### config.mk
export PLATFORM = sky130hd
export DESIGN_NAME = packed_pattern_unpacker
export DESIGN_NICKNAME = d
export VERILOG_FILES = /design/src/rtl/ppu_pkg.sv /design/src/rtl/packed_pattern_unpacker.sv
export SDC_FILE = /design/constraint.sdc
export NUM_CORES = 1
export LEC_CHECK = 0
export BUFFER_PORTS_ARGS = -buffer_cell sky130_fd_sc_hd__clkbuf_2
export CAP_MARGIN = 25
export CORE_MARGIN = 5
export CORE_UTILIZATION = 30
export CTS_CLUSTER_SIZE = 16
export DETAILED_ROUTE_END_ITERATION = 6
export MAX_ROUTING_LAYER = met4
export PLACE_DENSITY = 0.49
export SLEW_MARGIN = 30
export SYNTH_ARGS = -nofsm -noshare
export SYNTH_HDL_FRONTEND = slang
export SYNTH_SLANG_ARGS = --single-unit
### constraint.sdc
create_clock -name aclk -period 7.3 [get_ports aclk]
set_clock_uncertainty 0.2 [all_clocks]
set_input_delay 1.46 -clock aclk [delete_from_list [all_inputs] [get_ports aclk]]
set_output_delay 1.46 -clock aclk [all_outputs]
set_load 0.05 [all_outputs]
### src/rtl/ppu_pkg.sv
// Package for the packed pattern unpacker: parse phase type, byte codes and
// the small decode functions. No dependencies.
`default_nettype none

package ppu_pkg;

    // Parse phase of the byte stream.
    typedef enum logic [2:0] {
        PH_CHAN,   // expect a channel byte or an end-of-row zero
        PH_MASK,   // expect a new field mask byte
        PH_REUSE,  // stored mask is arriving from memory with this byte
        PH_NOTE,
        PH_INS,
        PH_VOL,
        PH_FXT,
        PH_FXP
    } phase_t;

    localparam logic [7:0] ROW_MAX         = 8'd255;
    localparam logic [7:0] NEW_MASK_FLAG   = 8'h80;
    localparam logic [7:0] NOTE_EMPTY_CODE = 8'd255;
    localparam logic [7:0] NOTE_OFF_CODE   = 8'd254;
    localparam logic [6:0] NOTE_KEY_OFF    = 7'h61;
    localparam logic [7:0] NOTE_OFFSET     = 8'd11;
    localparam logic [7:0] NOTE_MAX        = 8'd96;
    localparam logic [7:0] VOL_MAX         = 8'h40;
    localparam logic [7:0] VOL_BIAS        = 8'h10;

    // First selected field at or after field k; PH_CHAN when none remains.
    function automatic phase_t phase_from(input logic [3:0] m, input logic [1:0] k);
        phase_t ph;
        priority if (m[0] && k == 2'd0) begin
            ph = PH_NOTE;
        end else if (m[1] && k <= 2'd1) begin
            ph = PH_INS;
        end else if (m[2] && k <= 2'd2) begin
            ph = PH_VOL;
        end else if (m[3]) begin
            ph = PH_FXT;
        end else begin
            ph = PH_CHAN;
        end
        return ph;
    endfunction

    // Raw note byte to 0 empty, 1..96 note, 97 key off.
    function automatic logic [6:0] convert_note(input logic [7:0] b);
        logic [7:0] n;
        n = b - NOTE_OFFSET;
        priority if (b == NOTE_EMPTY_CODE) begin
            return 7'd0;
        end else if (b == NOTE_OFF_CODE) begin
            return NOTE_KEY_OFF;
        end else if (n > NOTE_MAX) begin
            return 7'd0;
        end else begin
            return n[6:0];
        end
    endfunction

endpackage

`default_nettype wire

### src/rtl/packed_pattern_unpacker.sv
// Packed pattern unpacker: decodes a packed tracker pattern byte stream
// into channel events. Depends on ppu_pkg.
//
// Usage: bytes of one packed pattern enter on the s_ channel, one word per
// byte, with s_tuser high on the first byte of a pattern (clears the row
// counter, all channel masks and the parse state before that byte is used).
// Each completed channel event leaves on the m_ channel as one 56-bit word.
// Throughput is one byte per cycle. An event appears on m_tvalid the cycle
// after its last byte is taken. The per-channel field masks live in a
// 64-entry memory with a registered read; a mask read for a channel byte is
// consumed together with the following byte, so no cycle is lost. Valid
// bits beside the memory make reset and pattern start clear all masks at
// once; no clearing pass is needed. Synchronous reset (aresetn low) clears
// the parse state and drops any event waiting on the output. The output is
// a single register: while it holds an event and m_tready is low, s_tready
// is low; when m_tready is high a new byte is taken in the same cycle the
// waiting event is delivered.
`default_nettype none

module packed_pattern_unpacker #(
    parameter int CHANNEL_COUNT = 64
) (
    input  wire         aclk,
    input  wire         aresetn,
    // s_tdata: [7:0] data_byte
    input  wire  [7:0]  s_tdata,
    // s_tuser: [0] pattern_start
    input  wire  [0:0]  s_tuser,
    input  wire         s_tvalid,
    output logic        s_tready,
    // m_tdata: [7:0] row_index, [13:8] channel_index, [14] note_valid,
    // [21:15] note_value, [22] instrument_valid, [30:23] instrument_value,
    // [31] volume_valid, [38:32] volume_value, [39] effect_valid,
    // [47:40] effect_type, [55:48] effect_param
    output logic [55:0] m_tdata,
    output logic        m_tvalid,
    input  wire         m_tready
);

    localparam int ADDR_W = (CHANNEL_COUNT > 1) ? $clog2(CHANNEL_COUNT) : 1;

    // Mask memory, its valid bits and the registered read port.
    logic [3:0]               mask_mem [CHANNEL_COUNT];
    logic [CHANNEL_COUNT-1:0] mask_vld_reg, mask_vld_next;
    logic [3:0]               rd_data_reg;
    logic                     rd_vld_reg;

    // Parse state.
    ppu_pkg::phase_t phase_reg, phase_next;
    logic [7:0]      row_reg, row_next;
    logic [5:0]      chan_reg, chan_next;
    logic [3:0]      mask_reg, mask_next;
    logic [6:0]      note_reg, note_next;
    logic [7:0]      ins_reg, ins_next;
    logic            vol_ok_reg, vol_ok_next;
    logic [6:0]      vol_reg, vol_next;
    logic [7:0]      fxt_reg, fxt_next;

    // Output register.
    logic        out_vld_reg, out_vld_next;
    logic [55:0] out_data_reg, out_data_next;

    logic            accept;
    logic            pstart;
    logic [7:0]      b;
    ppu_pkg::phase_t cur_phase, eff_phase;
    logic [7:0]      cur_row;
    logic [3:0]      eff_mask;
    logic [5:0]      b_chan;
    logic            b_in_range, chan_in_range;
    logic [ADDR_W-1:0] b_addr, chan_addr;
    logic            wr_en, rd_en, emit;
    logic [7:0]      vol_sum;

    assign s_tready = !out_vld_reg || m_tready;
    assign accept   = s_tvalid && s_tready;
    assign pstart   = s_tuser[0];
    assign b        = s_tdata;
    assign m_tvalid = out_vld_reg;
    assign m_tdata  = out_data_reg;

    // Channel selected by a channel byte, and memory addressing.
    assign b_chan        = 6'(b - 8'd1);
    assign b_in_range    = {1'b0, b_chan} < 7'(CHANNEL_COUNT);
    assign chan_in_range = {1'b0, chan_reg} < 7'(CHANNEL_COUNT);
    assign b_addr        = ADDR_W'(b_chan);
    assign chan_addr     = ADDR_W'(chan_reg);
    assign vol_sum       = b + ppu_pkg::VOL_BIAS;

    // Effective state for this byte: pattern start clears first, and a
    // reused mask arriving from memory starts the event right here.
    always_comb begin
        cur_phase = pstart ? ppu_pkg::PH_CHAN : phase_reg;
        cur_row   = pstart ? 8'd0 : row_reg;
        if (cur_phase == ppu_pkg::PH_REUSE) begin
            eff_mask  = rd_vld_reg ? rd_data_reg : 4'd0;
            eff_phase = ppu_pkg::phase_from(eff_mask, 2'd0);
        end else begin
            eff_mask  = mask_reg;
            eff_phase = cur_phase;
        end
    end

    // Next parse phase.
    always_comb begin
        phase_next = phase_reg;
        if (accept) begin
            unique case (eff_phase)
                ppu_pkg::PH_CHAN: begin
                    if (b == 8'd0) begin
                        phase_next = ppu_pkg::PH_CHAN;
                    end else if ((b & ppu_pkg::NEW_MASK_FLAG) != 8'd0) begin
                        phase_next = ppu_pkg::PH_MASK;
                    end else begin
                        phase_next = ppu_pkg::PH_REUSE;
                    end
                end
                ppu_pkg::PH_MASK:  phase_next = ppu_pkg::phase_from(b[3:0], 2'd0);
                ppu_pkg::PH_NOTE:  phase_next = ppu_pkg::phase_from(eff_mask, 2'd1);
                ppu_pkg::PH_INS:   phase_next = ppu_pkg::phase_from(eff_mask, 2'd2);
                ppu_pkg::PH_VOL:   phase_next = ppu_pkg::phase_from(eff_mask, 2'd3);
                ppu_pkg::PH_FXT:   phase_next = ppu_pkg::PH_FXP;
                ppu_pkg::PH_FXP:   phase_next = ppu_pkg::PH_CHAN;
                ppu_pkg::PH_REUSE: phase_next = ppu_pkg::PH_CHAN;
                default:           phase_next = ppu_pkg::PH_CHAN;
            endcase
        end
    end

    // Datapath, memory controls and event emission.
    always_comb begin
        row_next      = row_reg;
        chan_next     = chan_reg;
        mask_next     = mask_reg;
        note_next     = note_reg;
        ins_next      = ins_reg;
        vol_ok_next   = vol_ok_reg;
        vol_next      = vol_reg;
        fxt_next      = fxt_reg;
        mask_vld_next = mask_vld_reg;
        wr_en         = 1'b0;
        rd_en         = 1'b0;
        emit          = 1'b0;
        if (accept) begin
            row_next  = cur_row;
            mask_next = eff_mask;
            if (pstart) begin
                mask_vld_next = '0;
            end
            unique case (eff_phase)
                ppu_pkg::PH_CHAN: begin
                    if (b == 8'd0) begin
                        if (cur_row != ppu_pkg::ROW_MAX) begin
                            row_next = cur_row + 8'd1;
                        end
                    end else begin
                        chan_next = b_chan;
                        rd_en     = 1'b1;
                    end
                end
                ppu_pkg::PH_MASK: begin
                    mask_next = b[3:0];
                    if (chan_in_range) begin
                        wr_en                    = 1'b1;
                        mask_vld_next[chan_addr] = 1'b1;
                    end
                end
                ppu_pkg::PH_NOTE: begin
                    note_next = ppu_pkg::convert_note(b);
                    emit      = ppu_pkg::phase_from(eff_mask, 2'd1) == ppu_pkg::PH_CHAN;
                end
                ppu_pkg::PH_INS: begin
                    ins_next = b;
                    emit     = ppu_pkg::phase_from(eff_mask, 2'd2) == ppu_pkg::PH_CHAN;
                end
                ppu_pkg::PH_VOL: begin
                    vol_ok_next = b <= ppu_pkg::VOL_MAX;
                    vol_next    = (b <= ppu_pkg::VOL_MAX) ? vol_sum[6:0] : 7'd0;
                    emit        = ppu_pkg::phase_from(eff_mask, 2'd3) == ppu_pkg::PH_CHAN;
                end
                ppu_pkg::PH_FXT: begin
                    fxt_next = b;
                end
                ppu_pkg::PH_FXP: begin
                    emit = 1'b1;
                end
                ppu_pkg::PH_REUSE: begin
                    emit = 1'b0;
                end
                default: begin
                    emit = 1'b0;
                end
            endcase
        end
    end

    // Output register: load a new event, or drop the delivered one.
    always_comb begin
        out_vld_next  = out_vld_reg;
        out_data_next = out_data_reg;
        if (accept && emit) begin
            out_vld_next = 1'b1;
            out_data_next = {
                mask_next[3] ? b : 8'd0,
                mask_next[3] ? fxt_next : 8'd0,
                mask_next[3],
                (mask_next[2] && vol_ok_next) ? vol_next : 7'd0,
                mask_next[2] && vol_ok_next,
                mask_next[1] ? ins_next : 8'd0,
                mask_next[1],
                mask_next[0] ? note_next : 7'd0,
                mask_next[0],
                chan_reg,
                row_next
            };
        end else if (m_tready) begin
            out_vld_next = 1'b0;
        end
    end

    // Mask memory: one write port, one registered read port.
    always_ff @(posedge aclk) begin
        if (wr_en) begin
            mask_mem[chan_addr] <= b[3:0];
        end
        if (rd_en) begin
            rd_data_reg <= mask_mem[b_addr];
            rd_vld_reg  <= b_in_range && !pstart && mask_vld_reg[b_addr];
        end
    end

    // Control registers.
    always_ff @(posedge aclk) begin
        if (!aresetn) begin
            phase_reg    <= ppu_pkg::PH_CHAN;
            row_reg      <= 8'd0;
            chan_reg     <= 6'd0;
            mask_reg     <= 4'd0;
            mask_vld_reg <= '0;
            out_vld_reg  <= 1'b0;
        end else begin
            phase_reg    <= phase_next;
            row_reg      <= row_next;
            chan_reg     <= chan_next;
            mask_reg     <= mask_next;
            mask_vld_reg <= mask_vld_next;
            out_vld_reg  <= out_vld_next;
        end
    end

    // Payload registers.
    always_ff @(posedge aclk) begin
        note_reg     <= note_next;
        ins_reg      <= ins_next;
        vol_ok_reg   <= vol_ok_next;
        vol_reg      <= vol_next;
        fxt_reg      <= fxt_next;
        out_data_reg <= out_data_next;
    end

endmodule

`default_nettype wire

======== Word level (Yosys, flattened, before mapping) ========
Memories as Yosys holds them, arrays and structs flattened. A register that Yosys moved wholly into a read port is not among the register bits.
Cells that the tools add are included.
operators by class
  bitwise operators ....................... 2
  mux-type cells .......................... 63
  $lt $le $gt $ge ......................... 5
  $add $sub $neg .......................... 4
  reductions and logical operators ........ 16
  eq/ne operators ......................... 11
operators with widths
  cell                                                                                 number
  64-bit two-way mux                                                                   3
  8-bit two-way mux                                                                    9
  64-bit OR                                                                            1
  3-bit two-way mux                                                                    19
  7-bit two-way mux                                                                    8
  3-bit case mux with 7 select lines                                                   1
  8-bit == test, second input constant                                                 2
  4-bit two-way mux                                                                    4
  6-bit by 7-bit < comparator with 1-bit output, second input constant                 2
  1-bit two-way mux                                                                    14
  3-bit == test, second input constant                                                 4
  3-bit logical NOT                                                                    4
  3-bit by 2-bit == test with 1-bit output, second input constant                      3
  8-bit by 1-bit adder with 8-bit output, second input constant                        1
  8-bit by 7-bit greater-than comparator with 1-bit output, second input constant      1
  8-bit by 7-bit less-or-equal comparator with 1-bit output, second input constant     1
  8-bit logical NOT                                                                    1
  8-bit != test, second input constant                                                 1
  8-bit by 4-bit subtractor with 8-bit output, second input constant                   1
  7-bit by 5-bit adder with 7-bit output, second input constant                        1
  1-bit binary-select mux with 6-bit select                                            1
  1-bit demux with 6-bit select                                                        1
  6-bit by 1-bit greater-or-equal comparator with 1-bit output, second input constant  1
  6-bit by 1-bit subtractor with 6-bit output, second input constant                   1
  other kinds (10)                                                                     16
storage, ports and cells
  memories ................................ 1
  RAM bits ................................ 256
  output and inout bits ................... 58
  register bits ........................... 174
  input bits .............................. 13
memory list
  name      words  width  read ports  clocked after memory_dff  write ports  line                           RTL
  mask_mem  64     4      1           1                         1            packed_pattern_unpacker.sv:43  logic [3:0] mask_mem [CHANNEL_COUNT];

======== Longest topological paths before layout ========
Gate-level depths: netlist (run 1).
  depth in word-level cells ............... 14
  depth in mapped cells ................... 16
  gate-level depth less buffers ........... 8

======== Worst setup path before layout (run 1) ========
No wires, ideal clock.
  path type ............................... input to register
  start ................................... in m_tready
  end ..................................... reg out_data_reg[0] (netlist: m_tdata[0]) (enable)
  buffers on the path ..................... 2
  slack ................................... 1.147 ns
  setup time .............................. 0.491 ns
  cell stages on the path ................. 7
  arrival ................................. 5.462 ns
  cells stage by stage .................... nor2b_1 -> inv_1 -> and2_1 -> clkbuf_1 -> clkbuf_1 -> nand3_1 -> o22ai_1
between the ends
  longest elaborated chain between the ends .. 4
ends and longest elaborated chain
  what                    line                            RTL
  start: declaration      packed_pattern_unpacker.sv:37   input wire m_tready
  1-bit logical OR (*)    packed_pattern_unpacker.sv:75   assign s_tready = !out_vld_reg || m_tready;
  named net s_tready      packed_pattern_unpacker.sv:30   output logic s_tready,
  1-bit logical AND (*)   packed_pattern_unpacker.sv:76   assign accept = s_tvalid && s_tready;
  1-bit two-way mux       packed_pattern_unpacker.sv:144  if (accept) begin
  1-bit logical AND (*)   packed_pattern_unpacker.sv:201  if (accept && emit) begin
  end signal: assignment  packed_pattern_unpacker.sv:258  out_data_reg <= out_data_next;
  end: declaration        packed_pattern_unpacker.sv:61   logic [55:0] out_data_reg, out_data_next;
The timed path passes the listed nets; every way through them passes the cells marked *.
A chain may end at the register's enable or synchronous reset.

======== Final worst setup path (run 1) ========
  start ................................... in s_tuser
  end ..................................... mem mask_mem[52][1] (enable)
between the ends
  longest elaborated chain between the ends .. 8
ends and longest elaborated chain
  what                                          line                            RTL
  start: declaration                            packed_pattern_unpacker.sv:28   input wire [0:0] s_tuser,
  3-bit two-way mux (*)                         packed_pattern_unpacker.sv:93   cur_phase = pstart ? ppu_pkg::PH_CHAN : phase_reg;
  3-bit by 2-bit == test with 1-bit output      packed_pattern_unpacker.sv:95   if (cur_phase == ppu_pkg::PH_REUSE) begin
  3-bit two-way mux (*)                         packed_pattern_unpacker.sv:95
  3-bit by 1-bit == test with 1-bit output (*)  packed_pattern_unpacker.sv:150  unique case (eff_phase)
  1-bit two-way mux (*)                         packed_pattern_unpacker.sv:150
  1-bit two-way mux (*)                         packed_pattern_unpacker.sv:144
  1-bit two-way mux (*)                         packed_pattern_unpacker.sv:223  if (wr_en) begin
  1-bit two-way mux (not written as such) (*)   packed_pattern_unpacker.sv:224  mask_mem[chan_addr] <= b[3:0];
  end: declaration                              packed_pattern_unpacker.sv:43
Mark *: on every way between the ends. The rest lies on a longest branch, timed or not.

==> PnR_summary.wiki, run 1 <==
{| class="wikitable"
! Metric !! Value
|-
| Worst min path class || reg2reg
|-
| Number of nets in the finished design || 1347
|-
| Dominant delay contributor by cell family on the critical path || simple AND/OR/NAND/NOR gates
|-
| Element type at the critical path end || flip-flop
|-
| Endpoints failing hold || 0
|-
| Number of synthesized flops with an enable pin || approximately 320
|-
| Initial drt markers || about 780
|-
| Maximum net fanout on the critical path || 19
|-
| I/O Buffers || 70
|-
| Boundary Pins || 71
|-
| RSZ-0062 raised after global routing || false
|-
| Fraction of registers with async set/reset || 0%
|-
| Total routing usage reported by global routing || roughly 14%
|-
| Post-synthesis cell count || about 1300
|-
| P per Cell Area || 271 nW/um^2
|-
| Post-cts repair resize count || 0
|-
| DRT Pass-1 Iters || 5
|-
| Clock Sinks || approximately 430
|-
| Post-synth cell types || 68
|-
| Clock-pin slew reported for the worst setup and hold paths after clock tree synthesis || roughly 60 ps
|-
| Required time reported for the critical path endpoint || 7330 ps
|-
| Initial antenna violation count || 2
|-
| Maximum buffer depth of the clock tree || 3
|-
| Max reg flops || roughly 260
|-
| Clock period minus worst slack || around 4400 ps
|-
| Antenna violation net count after detailed routing || 0
|-
| Ordered cell list for the critical path || clkbuf_2, nand2b_1, o32ai_4, or3_1, nor2_1, nand3_1, nor2_1
|-
| Smallest setup slack after layout || 2860 ps
|-
| CTS Hold Buffers Added || 0
|-
| Placement Setup Slack || between 2000 and 2500 ps
|-
| Floorplan die width || about 250 um
|-
| Crit share post-route || approximately 61%
|-
| Critical path startpoint category || input port
|-
| Num CTS Buffers || between 40 and 50
|-
| Average cell area after synthesis || ~14 um^2
|-
| Total power consumption of the routed design || between 5 and 6 mW
|-
| Ys flop type || edfxtp_1
|-
| CP peak stage delay || just over 700 ps
|-
| Post-synthesis to final-layout area growth || 15.9%
|-
| Max Clock Freq || about 220 MHz
|-
| Part of the Yosys area used for sequential elements || 66.4%
|-
| Netlist area before placement || about 18000 um^2
|-
| Post-DP HPWL || 27700 um
|-
| Initial core utilization || between 30 and 40%
|-
| Critical Setup Path Class || in2reg
|-
| Pin count of the biggest net entering global routing || between 100 and 150
|-
| Max capacitance violation total || 0
|-
| Static leakage power || just under 7 nW
|-
| Root buffer selected by CTS || clkbuf_16
|-
| Total length of routed wires || ~44000 um
|-
| Share of post-route cells with drive strength above 1 || 20.8%
|-
| Maximum ir drop on the vdd rail || approximately 0.00018 V
|-
| Status || finished clean
|-
| Detailed-route wire length per cell || about 20 um
|-
| Via count || 10600
|-
| Fin Setup TNS || 0 ps
|-
| Syn. warnings || 0
|-
| Setup Viol. Count Final || 0
|-
| Final estimated routing congestion in global placement || 0.804
|-
| Arrival time at the worst endpoint || 4470 ps
|-
| Worst skew pair latency || 580 ps
|-
| Clock tree from TritonCTS || yes
|-
| Placed Cells || about 2100
|-
| Worst slew margin || 30.9%
|-
| Count of pins over their slew limit || 0
|-
| Row Count || 89
|-
| Slew of the pin with the lowest slew margin || between 1000 and 1500 ps
|-
| DRC violations left || 0
|-
| Number of buffer and inverter instances along the worst setup path || 1
|-
| Most used cell, CP || nor2_1
|-
| Layout filler cell count || roughly 5700
|-
| Htree depth || 2
|-
| Gr ovfl total || 0
|-
| Synthesized netlist net count || 1290
|-
| Layout Cells excl Fill || ~2100
|-
| Wire length of the first global-routing pass || just under 70000 um
|-
| Cell with the biggest individual delay on the critical path || nand3_1
|-
| Core Region || 59000 um^2
|-
| Post-CTS Setup Repair Bufs || 0
|-
| Overall die height || 254 um
|-
| Vias per inst || 4.93
|-
| Post-synthesis register bit count || about 430
|-
| Number of global-route vias before repair || approximately 11000
|-
| Full die area || ~65000 um^2
|}
final cells by class:
cell class	count	area, um^2	share of cell area (%)
Inverter	32	120	0.580
Clock inverter	26	322	1.55
Antenna cell	2	5.00	0.0242
Sequential cell	434	11900	57.3
Clock buffer	62	1300	6.29
Multi-Input combinational cell	724	5590	27.0
Tap cell	773	967	4.67
Timing Repair Buffer	88	532	2.57
metrics by stage:
step,hold slack [ps],utilization (%),cell area [um^2]
floorplan,206,-,17900
global placement,228,32.2,19000
detailed placement,240,32.3,19100
CTS,250,35.1,20700
global route,262,35.1,20700
finish,249,35.1,20700
cell usage after synthesis, drive strengths merged (3+ instances only):
| master | count | area [um^2] |
|---|---|---|
| edfxtp | 317 | 9520 |
| nor2 | 150 | 571 |
| nand2 | 131 | 492 |
| dfxtp | 117 | 2340 |
| mux4 | 90 | 2030 |
| o21ai | 85 | 425 |
| clkbuf | 42 | 158 |
| buf | 38 | 193 |
| nand3 | 36 | 180 |
| inv | 31 | 116 |
| mux2i | 24 | 244 |
| a21oi | 19 | 95.1 |
| nor3 | 14 | 80.1 |
| or3 | 14 | 87.6 |
| nor2b | 13 | 81.3 |
| a211oi | 12 | 108 |
| o22ai | 10 | 62.6 |
| a22oi | 9 | 67.6 |
| xnor2 | 9 | 78.8 |
| and2 | 8 | 50.1 |
| nand3b | 8 | 60.1 |
| and3 | 7 | 43.8 |
| ha | 7 | 87.6 |
| nand4 | 7 | 43.8 |
| o31ai | 6 | 45.0 |
| mux2 | 5 | 56.3 |
| or2 | 5 | 31.3 |
| a31oi | 4 | 25.0 |
| o211ai | 4 | 30.0 |
| or3b | 4 | 35.0 |
| xor2 | 4 | 35.0 |
| a21o | 3 | 22.5 |
| nor3b | 3 | 22.5 |
| nor4 | 3 | 18.8 |
worst reg2reg max path, delay by kind of cell, from the launching register on:
kind            cells  cell delay (ps)
simple gates        5             2590
compound gates      1              280
flops               1              510
final timing paths:
path         cells past startpoint  slack (ps)         endpoint      startpoint
max                              7        2860  mask_mem[52][1]         s_tuser
min                              2         250       vol_reg[4]      vol_reg[4]
max reg2reg                      6        3380  mask_mem[52][1]  rd_data_reg[2]
min reg2reg                      2         250       vol_reg[4]      vol_reg[4]
metal layers:
layer	GRT usage [%]	share of wire, %	vias to the layer above
li1	-	-	4894
met1	19.1	46	5356
met2	21.7	47	251
met3	2.51	5.4	57
met4	3.27	1.8	0
met5	-	0	-
cells in the final DEF, fill, tap and decap left out, drive strengths merged, types with 8 or more instances in the layout:
cell    netlist  layout
xnor2         9       9
nand3        36      36
dfxtp       117     117
nand3b        8       8
nor3         14      14
edfxtp      317     317
nor2        150     150
clkbuf       42     129
mux2i        24      24
inv          31      34
nand2       131     131
or3          14      14
nor2b        13      13
a21oi        19      19
mux4         90      90
a22oi         9       9
clkinv        1      17
a211oi       12      12
o22ai        10      10
buf          38      21
o21ai        85      85
and2          8       8
cells by family (layout without fill, tap and decap cells):
| group | count (synthesis) | count (layout) | share of synthesized area [%] |
|---|---|---|---|
| muxes | 119 | 119 | 13.0 |
| buffers and inverters | 112 | 208 | 2.63 |
| DFF | 434 | 434 | 66.4 |
| xor gates and xnor gates | 13 | 13 | 0.638 |
| AOI/OAI and AO/OA | 173 | 173 | 6.19 |
| adders and majority gates | 7 | 7 | 0.490 |
| other | 0 | 2 | 0 |
| and+or+nand+nor | 412 | 412 | 10.6 |
report_power, final:
group | internal [mW] | leakage [nW] | switching (mW)
clock network | 1.48 | 0.800 | 0.995
logic | 0.144 | 2.22 | 0.258
registers | 2.70 | 3.84 | 0.0329
total | 4.32 | 6.85 | 1.29
No activity file was read; power rests on OpenSTA's default activity.
==> run 2: changes to the inputs <==
PLACE_DENSITY = 0.5   (was 0.49)
clock period = 3.9 ns   (was 7.3 ns; I/O delays follow)
==> PnR_summary.wiki, run 2 (synthesized netlist as in run 1, its figures left out) <==
{| class="wikitable"
! Metric !! Value
|-
| Status || finished clean
|-
| DRT Pass-1 Iters || 5
|-
| Via count || around 11000
|-
| Launch instance of the worst register-to-register path || rd_data_reg[2]
|-
| Highest routed metal layer || met4
|-
| Worst slew margin || 35.1%
|-
| Post-CTS Setup Repair Bufs || 0
|-
| Required time reported for the critical path endpoint || 3940 ps
|-
| Pin count of the biggest net entering global routing || 65
|-
| Gr ovfl total || 0
|-
| Max capacitance violation total || 0
|-
| Clock-pin slew reported for the worst setup and hold paths after clock tree synthesis || 60 ps
|-
| Number of cell instances on the worst register-to-register path || 5
|-
| Number of buffer and inverter instances along the worst setup path || 0
|-
| Leading cell type in the layout, fill and taps excluded || edfxtp_1
|-
| CTS Hold Buffers Added || 0
|-
| Initial core utilization || approximately 30%
|-
| Worst-case hold slack || 246 ps
|-
| Dominant delay contributor by cell family on the critical path || simple AND/OR/NAND/NOR gates
|-
| Row Count || slightly below 90
|-
| Boundary Pins || 71
|-
| Maximum ir drop on the vdd rail || 0.000270 V
|-
| Root buffer selected by CTS || clkbuf_16
|-
| Initial drt markers || a little under 800
|-
| M1 WL || 20200 um
|-
| Post-DP HPWL || 29800 um
|-
| Count of pins over their slew limit || 0
|-
| Worst skew pair latency || 580 ps
|-
| Smallest setup slack after layout || roughly 540 ps
|-
| Worst R2R End || mask_mem[6][2]
|-
| Num CTS Buffers || 47
|-
| Vias per inst || ~5.0
|-
| Element type at the critical path end || flip-flop
|-
| Total routing usage reported by global routing || ~14%
|-
| Met2 wire length || a little over 20000 um
|-
| Fin Setup TNS || 0 ps
|-
| Critical path startpoint category || flip-flop
|-
| Wire length of the first global-routing pass || between 60000 and 70000 um
|-
| Worst min path class || reg2reg
|-
| Clock Sinks || 434
|-
| Leading cell types in the layout, fill and taps excluded || 317 x edfxtp_1, 149 x nor2_1, 131 x nand2_1
|-
| DRC violations left || 0
|-
| RSZ-0062 raised after global routing || false
|-
| Overall die height || roughly 250 um
|-
| Antenna violation net count after detailed routing || 0
|-
| Hold-critical path endpoint || vol_reg[0]
|-
| Max Clock Freq || slightly below 300 MHz
|-
| Maximum buffer depth of the clock tree || 3
|-
| Setup Viol. Count Final || 0
|-
| Clock period minus worst slack || about 3400 ps
|-
| Final estimated routing congestion in global placement || approximately 0.83
|-
| Detailed-route wire length per cell || 20.4 um
|-
| Beginning of the worst hold path || vol_reg[0]
|-
| Core Region || just under 60000 um^2
|-
| Critical Setup Path Class || reg2reg
|-
| Ordered cell list for the critical path || nor3_1, o32ai_4, or3_1, or3_1, nor2_1
|-
| Number of nets in the finished design || roughly 1400
|-
| CP peak stage delay || approximately 700 ps
|-
| Clock tree from TritonCTS || yes
|-
| Share of post-route cells with drive strength above 1 || 22.8%
|-
| Slack of the worst reg-to-reg path || approximately 540 ps
|-
| Post-synthesis to final-layout area growth || 17.1%
|-
| Full die area || between 60000 and 70000 um^2
|-
| Cells on Worst Hold Path || 2
|-
| Crit share post-route || a little under nine tenths
|-
| Number of global-route vias before repair || 10700
|-
| Initial antenna violation count || 2
|-
| Routed length on met3 || between 2000 and 2500 um
|-
| Slew of the pin with the lowest slew margin || 963 ps
|-
| Htree depth || 2
|-
| Total length of routed wires || 44400 um
|-
| Placement Setup Slack || a little under 300 ps
|-
| Post-cts repair resize count || 0
|-
| Floorplan die width || between 200 and 300 um
|-
| Most used cell, CP || or3_1
|-
| Arrival time at the worst endpoint || 3400 ps
|-
| Cell with the biggest individual delay on the critical path || or3_1
|-
| Max reg flops || approximately 260
|-
| Total power consumption of the routed design || around 10 mW
|-
| Endpoints failing hold || 0
|-
| Static leakage power || between 6 and 7 nW
|-
| Maximum net fanout on the critical path || 10
|-
| P per Cell Area || around 490 nW/um^2
|-
| I/O Buffers || 70
|}
-- run 2: stage by stage --
step                      cells  instance area (um^2)  utilization, %
after global placement     2091                 19400            32.8
after detailed placement   2091                 19400            32.8
after floorplan            1270                 17900               -
after CTS                  2174                 20900            35.4
final                      2175                 20900            35.4
after global routing       2175                 20900            35.4
-- run 2: how the worst max path moves through the flow --
stage | slack, ps | cells past startpoint | startpoint | end
3_3_place_gp | 340 | 8 | s_tdata[1] | rd_data_reg[1]
6_report | 540 | 5 | rd_data_reg[2] | mask_mem[6][2]
2_1_floorplan | 20 | 14 | s_tdata[0] | rd_data_reg[2]
5_1_grt | 510 | 5 | rd_data_reg[2] | mask_mem[6][2]
4_1_cts | 610 | 5 | rd_data_reg[2] | mask_mem[6][2]
3_5_place_dp | 290 | 8 | s_tdata[1] | rd_data_reg[2]
-- run 2: cell type report --
cell class / instances / area, um^2
Fill cell: 5668 / 38100
Inverter: 32 / 120
Timing Repair Buffer: 128 / 855
Sequential cell: 434 / 11900
Antenna cell: 1 / 2.50
Multi-Input combinational cell: 724 / 5580
Clock inverter: 25 / 225
Clock buffer: 58 / 1290
Tap cell: 773 / 967
-- run 2: tightest hold or removal path, cell delays in order (launching register included) --
cell,delay [ps]
dfxtp_1,310
nand2_1,50
o21ai_1,50
-- run 2: report_power, final --
part	internal [mW]	total, mW	switching, mW	leakage [nW]
sequential	5.05	5.11	0.0600	3.84
clock	2.55	4.37	1.82	0.734
combinational	0.292	0.781	0.490	2.41
total	7.88	10.3	2.37	6.98
-- run 2: layer usage --
metal  track usage (%)  up-vias
met5                 -        -
met4              4.25        0
met3              2.48       78
met2              21.5      295
met1              19.3     5443
li1                  -     4963
